File: src/sv/rlepix_pkg.sv
// Shared types and constants for the run-length pixel image decoder.
// Used by the parser, the run queue, the emitter and the top level.
package rlepix_pkg;

   typedef enum logic [2:0] {
      PH_WIDTH_HI  = 3'd0,
      PH_WIDTH_LO  = 3'd1,
      PH_HEIGHT_HI = 3'd2,
      PH_HEIGHT_LO = 3'd3,
      PH_WORD_HI   = 3'd4,
      PH_WORD_LO   = 3'd5,
      PH_RUN_LEN   = 3'd6
   } phase_type;

   localparam logic [1:0] TMODE_NONE  = 2'd0;
   localparam logic [1:0] TMODE_BOTH  = 2'd1;
   localparam logic [1:0] TMODE_GREEN = 2'd2;

   localparam logic [15:0] KEY_MAGENTA = 16'hF81F;
   localparam logic [15:0] KEY_GREEN   = 16'h07E0;
   localparam int          RUN_FLAG_BIT = 5;

   // one placed run, as it travels from parser to emitter
   typedef struct packed {
      logic [15:0] color;
      logic [15:0] column;
      logic [15:0] row;
      logic [8:0]  length;
      logic        done;
   } run_type;

   typedef struct packed {
      logic full;
      logic empty;
   } queue_status_type;

endpackage

File: src/sv/rlepix_parser.sv
// Front part: parses the byte stream (header, pixel words, run bytes) and
// places each run in the image with row clipping. Depends on rlepix_pkg.
module rlepix_parser (
   input  logic                clock,
   input  logic                reset,
   input  logic                req_valid,
   input  logic                req_ready,
   input  logic [7:0]          req_in_byte,
   output logic                run_push,
   output rlepix_pkg::run_type run_data
);

   rlepix_pkg::phase_type phase_ff, phase_in;
   logic [15:0] width_ff, width_in;
   logic [15:0] height_ff, height_in;
   logic [15:0] col_ff, col_in;
   logic [15:0] row_ff, row_in;
   logic [15:0] word_ff, word_in;

   logic        accept;
   logic [8:0]  count;
   logic [15:0] room;
   logic        wrap;
   logic [8:0]  len;
   logic [16:0] row_next;
   logic        last_row;
   logic        done;
   logic [15:0] color;
   logic        emit;

   assign accept   = req_valid & req_ready;
   assign count    = (phase_ff == rlepix_pkg::PH_RUN_LEN) ? ({1'b0, req_in_byte} + 9'd1) : 9'd1;
   // room is at least one while a run is being placed
   assign room     = width_ff - col_ff;
   assign wrap     = {7'd0, count} >= room;
   assign len      = wrap ? room[8:0] : count;
   assign row_next = {1'b0, row_ff} + 17'd1;
   assign last_row = row_next == {1'b0, height_ff};
   assign done     = wrap & last_row;
   assign color    = (phase_ff == rlepix_pkg::PH_RUN_LEN) ? word_ff
                                                          : {word_ff[15:8], req_in_byte};
   assign emit     = ((phase_ff == rlepix_pkg::PH_WORD_LO) &
                      !req_in_byte[rlepix_pkg::RUN_FLAG_BIT]) |
                     (phase_ff == rlepix_pkg::PH_RUN_LEN);

   assign run_push        = accept & emit;
   assign run_data.color  = color;
   assign run_data.column = col_ff;
   assign run_data.row    = row_ff;
   assign run_data.length = len;
   assign run_data.done   = done;

   always_comb begin
      phase_in  = phase_ff;
      width_in  = width_ff;
      height_in = height_ff;
      col_in    = col_ff;
      row_in    = row_ff;
      word_in   = word_ff;
      if (accept) begin
         unique case (phase_ff)
            rlepix_pkg::PH_WIDTH_HI: begin
               width_in = {req_in_byte, 8'd0};
               phase_in = rlepix_pkg::PH_WIDTH_LO;
            end
            rlepix_pkg::PH_WIDTH_LO: begin
               width_in = {width_ff[15:8], req_in_byte};
               phase_in = rlepix_pkg::PH_HEIGHT_HI;
            end
            rlepix_pkg::PH_HEIGHT_HI: begin
               height_in = {req_in_byte, 8'd0};
               phase_in  = rlepix_pkg::PH_HEIGHT_LO;
            end
            rlepix_pkg::PH_HEIGHT_LO: begin
               height_in = {height_ff[15:8], req_in_byte};
               col_in    = 16'd0;
               row_in    = 16'd0;
               // empty image: straight back to a new header
               if (width_ff == 16'd0 || height_in == 16'd0) begin
                  phase_in = rlepix_pkg::PH_WIDTH_HI;
               end else begin
                  phase_in = rlepix_pkg::PH_WORD_HI;
               end
            end
            rlepix_pkg::PH_WORD_HI: begin
               word_in  = {req_in_byte, 8'd0};
               phase_in = rlepix_pkg::PH_WORD_LO;
            end
            rlepix_pkg::PH_WORD_LO: begin
               word_in = {word_ff[15:8], req_in_byte};
               if (req_in_byte[rlepix_pkg::RUN_FLAG_BIT]) begin
                  word_in[rlepix_pkg::RUN_FLAG_BIT] = 1'b0;
                  phase_in = rlepix_pkg::PH_RUN_LEN;
               end
            end
            rlepix_pkg::PH_RUN_LEN: begin
            end
            default: begin
               phase_in = rlepix_pkg::PH_WIDTH_HI;
            end
         endcase
         if (emit) begin
            if (wrap) begin
               col_in = 16'd0;
               row_in = last_row ? 16'd0 : row_next[15:0];
            end else begin
               col_in = col_ff + {7'd0, count};
            end
            phase_in = done ? rlepix_pkg::PH_WIDTH_HI : rlepix_pkg::PH_WORD_HI;
         end
      end
   end

   always_ff @(posedge clock) begin
      if (reset) begin
         phase_ff  <= rlepix_pkg::PH_WIDTH_HI;
         width_ff  <= 16'd0;
         height_ff <= 16'd0;
         col_ff    <= 16'd0;
         row_ff    <= 16'd0;
         word_ff   <= 16'd0;
      end else begin
         phase_ff  <= phase_in;
         width_ff  <= width_in;
         height_ff <= height_in;
         col_ff    <= col_in;
         row_ff    <= row_in;
         word_ff   <= word_in;
      end
   end

endmodule

File: src/sv/rlepix_queue.sv
// Short run queue between parser and emitter, a circular buffer of registers.
// Depends on rlepix_pkg for the run and status types.
module rlepix_queue #(
   parameter int DEPTH = 2
) (
   input  logic                         clock,
   input  logic                         reset,
   input  logic                         push,
   input  rlepix_pkg::run_type          push_data,
   input  logic                         pop,
   output rlepix_pkg::run_type          pop_data,
   output rlepix_pkg::queue_status_type status
);

   localparam int PtrWidth = (DEPTH > 1) ? $clog2(DEPTH) : 1;
   localparam int CntWidth = $clog2(DEPTH + 1);
   localparam logic [PtrWidth-1:0] LastPtr = PtrWidth'(DEPTH - 1);
   localparam logic [CntWidth-1:0] FullCnt = CntWidth'(DEPTH);

   rlepix_pkg::run_type slot_ff [DEPTH];
   logic [PtrWidth-1:0] wr_ptr_ff, wr_ptr_in;
   logic [PtrWidth-1:0] rd_ptr_ff, rd_ptr_in;
   logic [CntWidth-1:0] cnt_ff, cnt_in;

   assign status.full  = cnt_ff == FullCnt;
   assign status.empty = cnt_ff == '0;
   assign pop_data     = slot_ff[rd_ptr_ff];

   always_comb begin
      wr_ptr_in = wr_ptr_ff;
      rd_ptr_in = rd_ptr_ff;
      cnt_in    = cnt_ff;
      if (push) begin
         wr_ptr_in = (wr_ptr_ff == LastPtr) ? '0 : wr_ptr_ff + 1'b1;
      end
      if (pop) begin
         rd_ptr_in = (rd_ptr_ff == LastPtr) ? '0 : rd_ptr_ff + 1'b1;
      end
      if (push && !pop) begin
         cnt_in = cnt_ff + 1'b1;
      end else if (pop && !push) begin
         cnt_in = cnt_ff - 1'b1;
      end
   end

   always_ff @(posedge clock) begin
      if (push) begin
         slot_ff[wr_ptr_ff] <= push_data;
      end
   end

   always_ff @(posedge clock) begin
      if (reset) begin
         wr_ptr_ff <= '0;
         rd_ptr_ff <= '0;
         cnt_ff    <= '0;
      end else begin
         wr_ptr_ff <= wr_ptr_in;
         rd_ptr_ff <= rd_ptr_in;
         cnt_ff    <= cnt_in;
      end
   end

endmodule

File: src/sv/rlepix_emitter.sv
// Back part: holds the transparency mode, keys each run's colour and drives
// the result register. Depends on rlepix_pkg.
module rlepix_emitter (
   input  logic                         clock,
   input  logic                         reset,
   input  logic                         csr_we,
   input  logic [1:0]                   csr_wdata,
   input  rlepix_pkg::queue_status_type q_status,
   input  rlepix_pkg::run_type          q_data,
   output logic                         q_pop,
   output logic                         rsp_valid,
   input  logic                         rsp_ready,
   output logic [15:0]                  rsp_pixel_color,
   output logic [15:0]                  rsp_start_column,
   output logic [15:0]                  rsp_row_index,
   output logic [8:0]                   rsp_run_length,
   output logic                         rsp_is_transparent,
   output logic                         rsp_image_done
);

   logic [1:0]          mode_ff;
   logic                valid_ff;
   rlepix_pkg::run_type run_ff;
   logic                transp_ff;
   logic                transp;

   always_comb begin
      unique case (mode_ff)
         rlepix_pkg::TMODE_BOTH:  transp = (q_data.color == rlepix_pkg::KEY_MAGENTA) ||
                                           (q_data.color == rlepix_pkg::KEY_GREEN);
         rlepix_pkg::TMODE_GREEN: transp = q_data.color == rlepix_pkg::KEY_GREEN;
         default:                 transp = 1'b0;
      endcase
   end

   // take a run when the result register is empty or its beat is taken
   assign q_pop = !q_status.empty && (!valid_ff || rsp_ready);

   always_ff @(posedge clock) begin
      if (reset) begin
         mode_ff  <= rlepix_pkg::TMODE_NONE;
         valid_ff <= 1'b0;
      end else begin
         if (csr_we) begin
            mode_ff <= csr_wdata;
         end
         if (q_pop) begin
            valid_ff <= 1'b1;
         end else if (rsp_ready) begin
            valid_ff <= 1'b0;
         end
      end
   end

   always_ff @(posedge clock) begin
      if (q_pop) begin
         run_ff    <= q_data;
         transp_ff <= transp;
      end
   end

   assign rsp_valid          = valid_ff;
   assign rsp_pixel_color    = run_ff.color;
   assign rsp_start_column   = run_ff.column;
   assign rsp_row_index      = run_ff.row;
   assign rsp_run_length     = run_ff.length;
   assign rsp_is_transparent = transp_ff;
   assign rsp_image_done     = run_ff.done;

endmodule

File: src/sv/rle_pixel_image_decoder.sv
// Run-length pixel image decoder: one stream byte per cycle, one beat per run.
// Throughput: one byte accepted every cycle while the run queue has room; the result
// register takes a new run each time its beat is taken. A stalled result side fills
// the queue and holds off input. Each run goes from the parser into a queue slot
// register, then into the result register, where its beat is presented.
// Reset (synchronous): parser expects a width header, queue and result empty,
// transparency mode off.
module rle_pixel_image_decoder #(
   parameter int QUEUE_DEPTH = 2
) (
   input  logic        clock,
   input  logic        reset,
   input  logic        req_valid,
   output logic        req_ready,
   input  logic [7:0]  req_in_byte,
   output logic        rsp_valid,
   input  logic        rsp_ready,
   output logic [15:0] rsp_pixel_color,
   output logic [15:0] rsp_start_column,
   output logic [15:0] rsp_row_index,
   output logic [8:0]  rsp_run_length,
   output logic        rsp_is_transparent,
   output logic        rsp_image_done,
   input  logic        csr_we,
   input  logic [1:0]  csr_wdata
);

   logic                         run_push;
   rlepix_pkg::run_type          run_data;
   logic                         q_pop;
   rlepix_pkg::run_type          q_data;
   rlepix_pkg::queue_status_type q_status;

   assign req_ready = !q_status.full;

   rlepix_parser u_parser (
      .clock       (clock),
      .reset       (reset),
      .req_valid   (req_valid),
      .req_ready   (req_ready),
      .req_in_byte (req_in_byte),
      .run_push    (run_push),
      .run_data    (run_data)
   );

   rlepix_queue #(
      .DEPTH (QUEUE_DEPTH)
   ) u_queue (
      .clock     (clock),
      .reset     (reset),
      .push      (run_push),
      .push_data (run_data),
      .pop       (q_pop),
      .pop_data  (q_data),
      .status    (q_status)
   );

   rlepix_emitter u_emitter (
      .clock              (clock),
      .reset              (reset),
      .csr_we             (csr_we),
      .csr_wdata          (csr_wdata),
      .q_status           (q_status),
      .q_data             (q_data),
      .q_pop              (q_pop),
      .rsp_valid          (rsp_valid),
      .rsp_ready          (rsp_ready),
      .rsp_pixel_color    (rsp_pixel_color),
      .rsp_start_column   (rsp_start_column),
      .rsp_row_index      (rsp_row_index),
      .rsp_run_length     (rsp_run_length),
      .rsp_is_transparent (rsp_is_transparent),
      .rsp_image_done     (rsp_image_done)
   );

   a_no_push_when_full: assert property (@(posedge clock) disable iff (reset)
      run_push |-> !q_status.full)
      else $error("run pushed into a full queue");

   a_no_pop_when_empty: assert property (@(posedge clock) disable iff (reset)
      q_pop |-> !q_status.empty)
      else $error("run popped from an empty queue");

   a_len_in_range: assert property (@(posedge clock) disable iff (reset)
      rsp_valid |-> (rsp_run_length != 9'd0))
      else $error("zero-length run beat");

   a_transp_key: assert property (@(posedge clock) disable iff (reset)
      (rsp_valid && rsp_is_transparent) |->
         (rsp_pixel_color == rlepix_pkg::KEY_MAGENTA ||
          rsp_pixel_color == rlepix_pkg::KEY_GREEN))
      else $error("transparent beat with a non-key colour");

endmodule
File: config.mk
export PLATFORM = sky130hd
export DESIGN_NAME = rle_pixel_image_decoder
export DESIGN_NICKNAME = d
export VERILOG_FILES = /design/src/sv/rlepix_pkg.sv /design/src/sv/rlepix_parser.sv /design/src/sv/rlepix_queue.sv /design/src/sv/rlepix_emitter.sv /design/src/sv/rle_pixel_image_decoder.sv
export SDC_FILE = /design/constraint.sdc
export NUM_CORES = 1
export LEC_CHECK = 0
export ABC_AREA = 1
export BUFFER_PORTS_ARGS = -buffer_cell sky130_fd_sc_hd__buf_4
export CAP_MARGIN = 0
export CORE_MARGIN = 4
export CORE_UTILIZATION = 55
export CTS_CLUSTER_DIAMETER = 50
export DETAILED_ROUTE_END_ITERATION = 8
export GPL_TIMING_DRIVEN = 0
export HOLD_SLACK_MARGIN = 0.06
export MAX_ROUTING_LAYER = met4
export PLACE_DENSITY = 0.76
export SETUP_SLACK_MARGIN = 0.05
export SYNTH_ARGS = -nofsm -noshare
export SYNTH_HDL_FRONTEND = slang
export SYNTH_SLANG_ARGS = --single-unit
File: constraint.sdc
create_clock -name clock -period 5 [get_ports clock]
set_clock_uncertainty 0.05 [all_clocks]
set_input_delay 0.5 -clock clock [delete_from_list [all_inputs] [get_ports clock]]
set_output_delay 0.5 -clock clock [all_outputs]
set_load 0.02 [all_outputs]
==> run summary, run 1 <==
The run finished with clean final reports. The leading cell type in the layout, fill and taps excluded is sky130_fd_sc_hd__nand2_1. After synthesis the netlist holds a flip-flop and latch count of 265.

Of all nets on the critical path, the largest fanout is 10. The number of antenna diodes in the final layout is 0. The via count of the first global-routing pass is 9,423. The most used flip-flop cell after synthesis is sky130_fd_sc_hd__edfxtp_1. The fraction of registers with async set/reset came out at 0%. The number of antenna violations at the first check in global routing was 0. The critical path is of the flop to flop type.

The post-cts hold buffer count came out at 0. The clock period could shrink to 4261 ps. Timing would allow up to 234.7 MHz. The worst hold path endpoint is u_emitter.mode_ff[0]. The number of synthesized flops with an enable pin came out at 175. The count of buffers from port buffering is 73. The total detailed-routing wirelength came out at 29,720 um. The count of pins on the block boundary is 76.

The leakage power is 6.056 nW. The HPWL reported at the end of detailed placement came out at 21,450 um. The worst setup path is launched from a flop. The floorplan die width came out at 160.5 um. The worst register-to-register path begins at u_parser.phase_ff[0].

The post-synthesis cell area is 12,790 um^2. The worst IR drop on VDD is 0.2792 mV. CTS built an H-tree with a depth of 1. The worst hold path belongs to the class primary input to flop.

The total number of vias came out at 9,901. The floorplan step defined a die boundary enclosing 25,760 um^2. Synthesis produced a netlist whose cell count is 1,416. The number of buffers on the longest clock path is 3. The share of cells above drive strength 1 came out at 13.53%. The average detailed-routed wire length per instance came out at 16.00 um.

Global routing finished with a remaining overflow of 0. The number of buffers inserted by post-CTS setup repair came out at 0. The power density over the cells is 491.9 nW/um^2.

The reported max-cap violation count came out at 0. The clock insertion delay at the later pin of the skew report came out at 540 ps. The synthesized area per cell came out at 9.033 um^2. Clock tree synthesis inserted a total of 29 buffers. The data arrival time of the critical path is 4440 ps.

The register-to-register setup slack came out at 740 ps. The cell area reported after detailed placement is 13,840 um^2. Measured against its own limit, the worst slew margin works out to 33.70%. The worst hold path begins at csr_we. The master cell of the clock root buffer is sky130_fd_sc_hd__clkbuf_16. The initial detailed-routing violation count came out at 722. The first global-routing pass estimated 47,580 um of wire. The worst path meets setup with 739.4 ps of slack.

The number of vias per cell came out at 5.329. The initial standard-cell utilization of the core came out at 56.15%. The detail route stage leaves a number of antenna-violating nets equal to 0. Setup violations remaining at the end of the flow were counted as 0. In this run, distinct cell masters in the synthesized netlist total 43. The clock transition time at the flip-flop clock pins of the worst setup and hold paths came out at 60 ps. The post-route fraction of the period consumed by the critical path is 85.21%. The count of pins over their slew limit is 0. The post-route standard cell area excluding fillers is 14,790 um^2. The library cells used most frequently in the layout, excluding fill and tap cells, are sky130_fd_sc_hd__nand2_1 (322), sky130_fd_sc_hd__inv_1 (175), sky130_fd_sc_hd__edfxtp_1 (175). The number of cells traversed by the worst register-to-register path is 19. The post-detailed-route DRC marker count is 0. Once layout is complete, the utilization of the core stands at 64.91%. Setup repair after global routing left no endpoint under its margin. Along the worst hold path, the cell count comes to 3. The layout overhead on the synthesized area is 15.59%. The global-route usage over all layers came out at 23.29%. TritonCTS built the clock tree. The final count of hold timing violations is 0. Entering global routing, the biggest net connects 31 pins.

The area inside the core boundary is 22,780 um^2. For this run, the post-layout net count is 1,580. The endpoint identified for the worst register-to-register timing path is u_queue.slot_ff[1][2].

The number of iterations in the first detailed-routing pass came out at 8. The total of fill cells in the finished design came out at 1,828. At the placement stage, the worst setup path has a slack of 832.5 ps. The data required time at the worst endpoint is 5180 ps. The number of gates given a new drive strength after cts is 0. The count of synthesis-stage warnings from yosys came out at 0. The row count is 55.

Sequential cells were found to cover 55.17% of the synthesized design area. The congestion estimate from routability-driven global placement came to 0.9708. For the pin with the worst max-slew slack, the measured transition is 992.1 ps. The worst setup path is captured at a flop. Counting every sink on the clock net gives 265. The total nets after synthesis came out at 1,472. The floorplan die height is 160.5 um.
-- where the power goes --
group          switching, mW  internal [mW]  leakage [nW]  total [mW]
Combinational           1.42          0.846          3.20        2.26
Clock                  0.855           1.23         0.464        2.09
Sequential             0.153           2.77          2.39        2.92
Total                   2.43           4.85          6.06        7.27
-- cell type report --
| class | instances | area [um^2] | area share (%) |
|---|---|---|---|
| sequential | 265 | 7057 | 47.73 |
| multi-input combinational | 928 | 4890 | 33.07 |
| clock buffer | 32 | 747.0 | 5.052 |
| inverter | 184 | 691.9 | 4.680 |
| buffer | 39 | 178.9 | 1.210 |
| tap | 313 | 391.6 | 2.649 |
| clock inverter | 20 | 193.9 | 1.312 |
| timing repair buffer | 77 | 635.6 | 4.299 |
-- worst max-delay path, cell delays in order (launching register included) --
cell	delay (ps)
sky130_fd_sc_hd__dfxtp_1	300
sky130_fd_sc_hd__clkbuf_1	200
sky130_fd_sc_hd__nor3_1	460
sky130_fd_sc_hd__clkbuf_1	400
sky130_fd_sc_hd__o21ai_0	160
sky130_fd_sc_hd__a21oi_1	360
sky130_fd_sc_hd__ha_1	320
sky130_fd_sc_hd__nand2_1	70
sky130_fd_sc_hd__inv_1	30
sky130_fd_sc_hd__nand2_1	60
sky130_fd_sc_hd__nand2_1	50
sky130_fd_sc_hd__nand2_1	50
sky130_fd_sc_hd__nand2_1	50
sky130_fd_sc_hd__nand2_1	50
sky130_fd_sc_hd__nand3_1	60
sky130_fd_sc_hd__a21oi_1	260
sky130_fd_sc_hd__inv_1	70
sky130_fd_sc_hd__nand2_1	300
sky130_fd_sc_hd__clkbuf_1	400
sky130_fd_sc_hd__o21ai_0	250
-- worst max-delay path by stage --
stage / start / end / cells after the start
after detailed placement: u_parser.phase_ff[0] / u_queue.slot_ff[0][2] / 19
after CTS: u_parser.phase_ff[0] / u_queue.slot_ff[0][2] / 19
final: u_parser.phase_ff[0] / u_queue.slot_ff[1][2] / 19
after floorplan: rsp_ready / u_queue.cnt_ff[1] / 8
after global placement: rsp_ready / u_queue.cnt_ff[1] / 9
after global routing: u_parser.phase_ff[0] / u_queue.slot_ff[1][2] / 19
-- state kept, by name (all words and copies together) (netlist names), named ones only --
signal and cells:
u_parser.width_ff 16, u_queue.slot_ff 116, u_parser.row_ff 16, u_emitter.rsp_pixel_color 16, u_parser.word_ff 15, u_emitter.rsp_valid 1
u_queue.rd_ptr_ff 1, u_parser.height_ff 16, u_emitter.mode_ff 2, u_emitter.rsp_is_transparent 1, u_parser.col_ff 16, u_parser.phase_ff 3
u_emitter.rsp_image_done 1, u_emitter.rsp_run_length 9, u_emitter.rsp_start_column 16, u_emitter.rsp_row_index 16, u_queue.wr_ptr_ff 1, u_queue.cnt_ff 2
-- Yosys cell counts, types with 6 or more instances --
cell type | n | share of area [%]
sky130_fd_sc_hd__nand3b_1 | 8 | 0.47
sky130_fd_sc_hd__nor2_2 | 9 | 0.44
sky130_fd_sc_hd__nor4_1 | 11 | 0.54
sky130_fd_sc_hd__xor2_1 | 7 | 0.48
sky130_fd_sc_hd__mux2_2 | 43 | 3.8
sky130_fd_sc_hd__nand2_2 | 6 | 0.29
sky130_fd_sc_hd__inv_1 | 175 | 5.1
sky130_fd_sc_hd__clkbuf_1 | 26 | 0.76
sky130_fd_sc_hd__o22ai_1 | 7 | 0.34
sky130_fd_sc_hd__dfxtp_1 | 90 | 14
sky130_fd_sc_hd__ha_1 | 39 | 3.8
sky130_fd_sc_hd__xnor2_1 | 7 | 0.48
sky130_fd_sc_hd__edfxtp_1 | 175 | 41
sky130_fd_sc_hd__nand4_1 | 18 | 0.88
sky130_fd_sc_hd__a21oi_1 | 93 | 3.6
sky130_fd_sc_hd__nand2_1 | 322 | 9.4
sky130_fd_sc_hd__nor3_1 | 14 | 0.55
sky130_fd_sc_hd__nand3_1 | 88 | 3.4
sky130_fd_sc_hd__o21ai_0 | 88 | 3.4
sky130_fd_sc_hd__nor2_1 | 141 | 4.1
-- logic make-up after synthesis --
| family | Yosys count | share of synthesized area (%) |
|---|---|---|
| multiplexers | 43 | 3.786 |
| AO/OA/AOI/OAI | 197 | 7.962 |
| XOR/XNOR | 14 | 0.9586 |
| flip-flops | 265 | 55.17 |
| buffers and inverters | 223 | 6.808 |
| adder cells (fa/ha/maj) | 41 | 4.128 |
| AND/OR/NAND/NOR | 633 | 21.19 |
-- per-stage QoR --
step           setup TNS, ps  cells  total power, mW  hold slack [ps]
2_1_floorplan              0   1416            4.465            370.3
3_3_place_gp         -151070   1802            5.163            380.1
3_5_place_dp               0   1806            5.229            391.6
4_1_cts                    0   1858            7.314            190.8
5_1_grt                    0   1858            7.673            212.4
6_report                   0   1858            7.273            215.4
-- metal layers --
| layer | part of all wire (%) | up-vias | GRT usage (%) | routed length, um |
|---|---|---|---|---|
| li1 | - | 4952 | - | - |
| met1 | 43 | 4609 | 29.36 | 12870 |
| met2 | 49 | 280 | 39.66 | 14550 |
| met3 | 5.3 | 60 | 3.131 | 1566 |
| met4 | 2.5 | 0 | 6.648 | 737 |
| met5 | 0 | - | - | 0 |
(Power assumes the default switching activity.)
==> run 2: changes to the inputs <==
- CORE_UTILIZATION: 55 -> 50
- PLACE_DENSITY: 0.76 -> 0.7
==> run 2 against run 1 <==
First-iteration DRC count down 4.0%. Worst hold slack worse by 33 ps. Global-route usage down 1.4 points. Total power up 1.7%. Setup slack worse by 150 ps. Sequential power about the same. Critical path type unchanged.
==> run summary, run 2 (synthesis results as in run 1) <==
The highest-delay cell along the critical path is sky130_fd_sc_hd__nor3_1. The floorplan die height is 167.9 um. After detailed routing, the total wire length is 30,350 um. The class of the most critical hold timing path is primary input to flop.

The first routing iteration left 693 violations. The data arrival time of the critical path came out at 4620 ps. The average detailed-routed wire length per instance is 16.12 um. The count of buffers from port buffering is 73. Summed over all failing endpoints, the final setup total negative slack is 0 ps. The final RePlAce weighted congestion came out at 0.9290.

The post-route fraction of the period consumed by the critical path came out at 88.29%. The relative contribution of combinational cells to total power came out at 30.7%. The reported max-cap violation count came out at 0.

The overall power after layout is 7.394 mW. Timing analysis after detailed placement gives a worst setup slack of 710.1 ps. In this run, the clock network consumes 29.7% of the power. The sequential power share came out at 39.6%. The via count of the first global-routing pass came out at 9,513. Together, buffers and inverters on the worst path number 4. The switching part of the total came out at 33.81%. The fraction of the core area covered by cells at the end of the flow is 59.21%. Post-CTS repair changed the size of 0 cells.

The kind of cell adding the most delay to the critical path is compound AO/OA/AOI/OAI gates. The total number of vias came out at 9,871. 76 I/O pins were placed. The floorplan step set the die width to 167.9 um. After detailed routing, the number of remaining DRC violations is 0. The flow ran to the end, and the final reports show no timing, DRC or antenna violations. Relative to the synthesized area, the layout overhead comes to 16.57%. Clock latency on the worst-skew pair, taken at its later pin, is 560 ps. Using the TritonRoute via totals, the vias-per-cell ratio works out to 5.242. The library cells used most frequently in the layout, excluding fill and tap cells, are sky130_fd_sc_hd__nand2_1 (322), sky130_fd_sc_hd__inv_1 (175), sky130_fd_sc_hd__edfxtp_1 (175). For the pin with the worst max-slew slack, the measured transition is 799.0 ps. The total grt overflow came out at 0. The area inside the core boundary came out at 25,180 um^2. Along the worst path, the maximum fanout reaches 10. Setup repair after global routing left no endpoint under its margin.

The worst setup path is launched from a flop. Counting tap cells, the placed design contains a total of 1,825 instances. The number of buffers on the longest clock path is 3. The number of cells traversed by the worst register-to-register path came out at 17.

The power dissipated by switching net loads is 2.500 mW. The power density over the cells came out at 495.9 nW/um^2. The maximum number of pins on one net before global-route repair is 31.

The maximum clock frequency is 226.5 MHz. The most numerous cell type found on the critical path is sky130_fd_sc_hd__nand2_1. Leaving out fill and tap cells, the most frequent cell in the layout is sky130_fd_sc_hd__nand2_1.

At the end of the flow, the number of nets in the layout was 1,584. The internal power contribution is 4.894 mW. The global-route usage over all layers is 21.91%. The cell sitting at the root of the clock tree is a sky130_fd_sc_hd__clkbuf_16. Tracing the worst setup path back leads to its startpoint at u_parser.phase_ff[0]. The type of element capturing the critical path is a flop. The flip-flop count of the largest register, all copies and words added came out at 116.

Cells with a size suffix above 1 make up 13.91% of the layout. The register-to-register setup slack is 590 ps. The worst register-to-register path ends at u_queue.slot_ff[1][2]. The relative slew slack is 46.32%.

The count of pins over their slew limit was 0. The die area came out at 28,210 um^2. The total clock buffers created by CTS came out at 31.

The worst hold path was traced through 3 stages. Setup violations remaining at the end of the flow were counted as 0. The clock transition time at the flip-flop clock pins of the worst setup and hold paths came out at 60 ps.

The startpoint identified for the worst register-to-register timing path is u_parser.phase_ff[0]. The number of iterations in the first detailed-routing pass is 5. The initial standard-cell utilization of the core came out at 50.79%. The post-route worst setup slack came out at 585.5 ps. The number of antenna violations at the first check in global routing was 0. TritonCTS built the clock tree.

In this run the static leakage power is 6.107 nW. The final count of hold timing violations is 0. The critical path goes through clkbuf_1, nor3_1, clkbuf_1, o21ai_0, a21oi_1, ha_1, a21oi_1, nand2_1, nand2_1, nand2_1, nand2_1, nand3_1, a21oi_1, inv_1, nand2_1, clkbuf_1, o21ai_0. The worst hold path terminates at u_emitter.mode_ff[0]. IR analysis of the VDD net gives a maximum drop of 0.4554 mV. In this run, post-CTS hold repair placed 0 buffers.

The remaining number of nets flagged by the antenna check after routing is 0. The row count came out at 58. The worst setup path is of the flop to flop kind. The total of fill cells in the finished design came out at 2,222. The largest incremental delay on the critical path came out at 450 ps. The data required time at the worst endpoint came out at 5210 ps. The minimum clock period is 4415 ps.

The first global-routing pass estimated 48,790 um of wire. In this run the number of cells on the critical path is 17. The antenna diode instance count came out at 0. The number of sinks handled by clock tree synthesis is 265. Ranked by flip-flop count, first place goes to u_queue.slot_ff. The number of levels in the clock H-tree is 1. Once the clock tree was built, the setup fixing pass inserted 0 buffers.

The HPWL reported at the end of detailed placement came out at 22,160 um. The worst min-delay path startpoint is csr_wdata[0]. The final standard cell count with taps included and fillers excluded is 1,883.
-- run 2: area by class of cell --
| class | instances | area (um^2) | share of cell area (%) |
|---|---|---|---|
| sequential | 265 | 7057 | 47.33 |
| clock inverter | 19 | 186.4 | 1.250 |
| multi-input combinational | 928 | 4890 | 32.79 |
| tap | 330 | 412.9 | 2.769 |
| inverter | 184 | 691.9 | 4.640 |
| clock buffer | 39 | 825.8 | 5.538 |
| buffer | 39 | 178.9 | 1.200 |
| timing repair buffer | 79 | 668.1 | 4.481 |
-- run 2: tightest hold or removal path, stage by stage --
cell                      delay [ps]
sky130_fd_sc_hd__buf_4            70
sky130_fd_sc_hd__o21ai_0          70
sky130_fd_sc_hd__a21oi_1         100
-- run 2: per-stage QoR --
stage	cell area, um^2	hold WS, ps
after floorplan	12790	370.3
after global placement	13750	385.8
after detailed placement	13900	387.6
after CTS	14910	161.2
after global routing	14910	184.9
final	14910	182.7
-- run 2: how the worst max path moves through the flow --
stage | slack [ps] | endpoint
after floorplan | 290 | u_queue.cnt_ff[1]
after global placement | -1290 | u_queue.cnt_ff[1]
after detailed placement | 710 | u_queue.slot_ff[1][2]
after CTS | 700 | u_queue.slot_ff[1][2]
after global routing | 290 | u_queue.slot_ff[1][2]
final | 590 | u_queue.slot_ff[1][2]
-- run 2: power by group through the flow --
stage	clock (mW)	combinational, mW	sequential (mW)
final	2.20	2.27	2.93
after global placement	0	2.16	3.00
after floorplan	0	1.20	3.26
after CTS	2.24	2.29	2.93
after detailed placement	0	2.28	2.97
after global routing	2.34	2.51	2.97
-- run 2: layer usage --
metal	GRT usage [%]	part of all wire, %
met5	-	0
met4	6.740	2.5
met2	36.37	48
met1	28.60	44
met3	2.348	5.0
==> run 3: changes to the inputs <==
- CELL_PAD_IN_SITES_DETAIL_PLACEMENT: unset -> 0
- CELL_PAD_IN_SITES_GLOBAL_PLACEMENT: unset -> 2
- CORE_UTILIZATION: 50 -> 35
- PLACE_DENSITY: 0.7 -> 0.81
==> run 3 against run 2 <==
First-iteration DRC count fell by 22%. Combinational power is essentially flat. Cell count rose by 7.3%. Routed wire length is 12% higher. Sequential power is essentially flat. Clock power increased by 10%. Sequential share of layout area decreased by 0.95 points. Sequential cell count unchanged. Critical endpoint is now u_queue.slot_ff[0][4].
==> run summary, run 3 (synthesis results as in run 1) <==
The HPWL reported at the end of detailed placement came out at 25,250 um. Clock tree synthesis selected as its root buffer the cell sky130_fd_sc_hd__clkbuf_16. After layout, the worst path uses 87.14% of the clock period. The reported max-cap violation count came out at 0. The count of pins over their slew limit is 0. The data arrival time of the critical path is 4480 ps. The routed length on met3 is 1321 um. The routed design has 34,140 um of wire.

The number of cells traversed by the worst register-to-register path is 19. For this run the aggregate overflow at the end of global routing stands at 0. The sequential power share came out at 38.4%. The power dissipated by switching net loads is 2.570 mW. The worst IR drop on VDD is 0.1959 mV. The floorplan die width is 199.2 um. The share of cells above drive strength 1 came out at 13.92%. The tightest min-delay check is of the primary input to flop type. The highest-delay cell along the critical path is sky130_fd_sc_hd__nor3_1. The clock drives 265 sinks. The sum of routed wire segments on met1 came out at 16,280 um. The relative contribution of combinational cells to total power is 30.0%. The setup violation total in the final timing report came out at 0. The data required time at the worst endpoint came out at 5120 ps. The library cell used most frequently in the layout, excluding fill and tap cells, is sky130_fd_sc_hd__nand2_1. The TritonCTS clock tree is yes. The worst setup path is launched from a flop. Leaving out fill and tap cells, the most frequent cells in the layout are sky130_fd_sc_hd__nand2_1 (322), sky130_fd_sc_hd__inv_1 (175), sky130_fd_sc_hd__edfxtp_1 (175). The filler cells instantiated in the layout total 3,530. Walking the worst path, the cells encountered are clkbuf_1, nor3_1, clkbuf_1, o21ai_0, a21oi_1, ha_1, nand2_1, inv_1, nand2_1, nand2_1, nand2_1, nand2_1, nand2_1, nand3_1, a21oi_1, inv_1, nand2_1, clkbuf_1, o21ai_0. The power density over the cells is 502.7 nW/um^2.

The largest incremental delay on the critical path is 450 ps. The largest fanout on the critical path is 10. The row count is 69. The total clock buffers created by CTS is 36.

The average detailed-routed wire length per instance is 16.90 um. The design draws 7.649 mW. The worst hold path depth came out at 3. The analysis attributes to cell leakage a power of 6.164 nW. The final count of hold timing violations came to 0. The worst slack after detailed placement is 627.9 ps. The first global-routing pass estimated 53,120 um of wire. Once layout is complete, the utilization of the core stands at 42.47%. The number of nets in the finished design came out at 1,589. After detailed routing, the number of remaining DRC violations is 0.

The clock network fraction of design power came out at 31.6%. The number of buffers inserted by post-CTS setup repair came out at 0. In this run, post-CTS hold repair placed 0 buffers.

The die area is 39,670 um^2. The flow ran to the end, and the final reports show no timing, DRC or antenna violations. The number of vias per cell came out at 4.844. The floorplan die height is 199.2 um. The repair_antennas step left the layout with diodes totalling 0. The worst path meets setup with 642.9 ps of slack. The number of antenna violations at the first check in global routing is 0. The switching part of the total came out at 33.60%. The initial standard-cell utilization of the core is 35.70%.

The register with the most flip-flops in the layout has 116 of them. The final RePlAce weighted congestion came out at 0.8464. Once detail routing completed, the nets flagged for antenna violations numbered 0.

The cell area reported after detailed placement came out at 14,080 um^2. The kind of cell adding the most delay to the critical path is simple AND/OR/NAND/NOR gates. The post-route standard cell area excluding fillers came out at 15,220 um^2. The area inside the core boundary is 35,830 um^2. The internal power of the cells totals 5.079 mW. The relative slew slack is 35.31%. The number of levels in the clock H-tree came out at 2. Signal routing reaches up to met4.

The maximum number of pins on one net before global-route repair came out at 32. After clock tree synthesis, the clock-pin slew on the worst setup and hold paths is 60 ps. The worst setup path is of the flop to flop kind. The buffers plus inverters on the worst setup path is 5. The layout overhead on the synthesized area came out at 18.97%. The total number of vias is 9,785.

In this run the count of I/O pins placed on the die edge is 76. The clock passes through at most 3 buffers. Ranked by flip-flop count, first place goes to u_queue.slot_ff. Setup repair after global routing left no endpoint under its margin. The logic depth of the worst path, buffers included came out at 19. The clock insertion delay at the later pin of the skew report came out at 510 ps. The total length of routed met2 wires is 15,890 um. The global-route usage over all layers came out at 17.61%. The aggregate negative setup slack is 0 ps. The initial detailed-routing violation count came out at 543. In this run, post-CTS repair resized a total of 0 instances. For the pin with the worst max-slew slack, the measured transition is 962.9 ps. The maximum clock frequency is 229.5 MHz. The via count of the first global-routing pass is 9,546.

The cell that appears most often on the critical path is sky130_fd_sc_hd__nand2_1. The worst setup path is captured at a flop. In this run the tool buffered the top-level ports with 73 buffer cells. The worst path in the final design needs a cycle of 4357 ps, including I/O delays and setup.

The number of iterations in the first detailed-routing pass came out at 5.
[run 3: cell count changes in the layout (fill, tap and decap cells not counted), sizes merged]
cell      delta
clkinvlp     +1
clkbuf       +9
clkinv       -3
bufinv       -1
[run 3: worst register-to-register path, delay by kind of cell (launching register included)]
family / cells / cell delay [ps]
and+or+nand+nor: 9 / 1130
adders and majority gates: 1 / 320
buffers and inverters: 5 / 1130
AOI/OAI and AO/OA: 4 / 1110
DFF: 1 / 290
[run 3: metrics by stage]
stage                     cells  hold slack (ps)
after detailed placement   1956            387.7
after global placement     1950            377.7
final                      2020            216.3
after CTS                  2020            201.4
after floorplan            1416            370.3
after global routing       2020            251.8
[run 3: power by group through the flow]
| stage | Combinational (mW) | Clock [mW] | Sequential, mW |
|---|---|---|---|
| detailed placement | 2.33 | 0 | 2.98 |
| global placement | 2.24 | 0 | 3.02 |
| global route | 2.55 | 2.58 | 2.98 |
| floorplan | 1.20 | 0 | 3.26 |
| finish | 2.29 | 2.42 | 2.94 |
| CTS | 2.34 | 2.49 | 2.94 |
[run 3: final timing paths]
kind | startpoint | endpoint | slack, ps
setup / recovery | u_parser.phase_ff[0] | u_queue.slot_ff[0][4] | 640
hold / removal | csr_wdata[1] | u_emitter.mode_ff[1] | 220
hold reg to reg | u_parser.word_ff[13] | u_queue.slot_ff[1][55] | 400
setup reg to reg | u_parser.phase_ff[0] | u_queue.slot_ff[0][4] | 640
[run 3: cell type report]
type	instances	area [um^2]	share of cell area (%)
multi-input combinational	928	4890	32.13
clock inverter	16	142.6	0.9373
timing repair buffer	79	683.2	4.489
sequential	265	7057	46.37
buffer	39	178.9	1.176
clock buffer	48	997.2	6.553
tap	461	576.8	3.790
inverter	184	691.9	4.547
[run 3: routing by layer]
metal,global-route usage [%],vias to the layer above
met1,23.65,4590
met4,4.534,0
met5,-,-
met3,2.512,46
met2,28.27,163
li1,-,4986
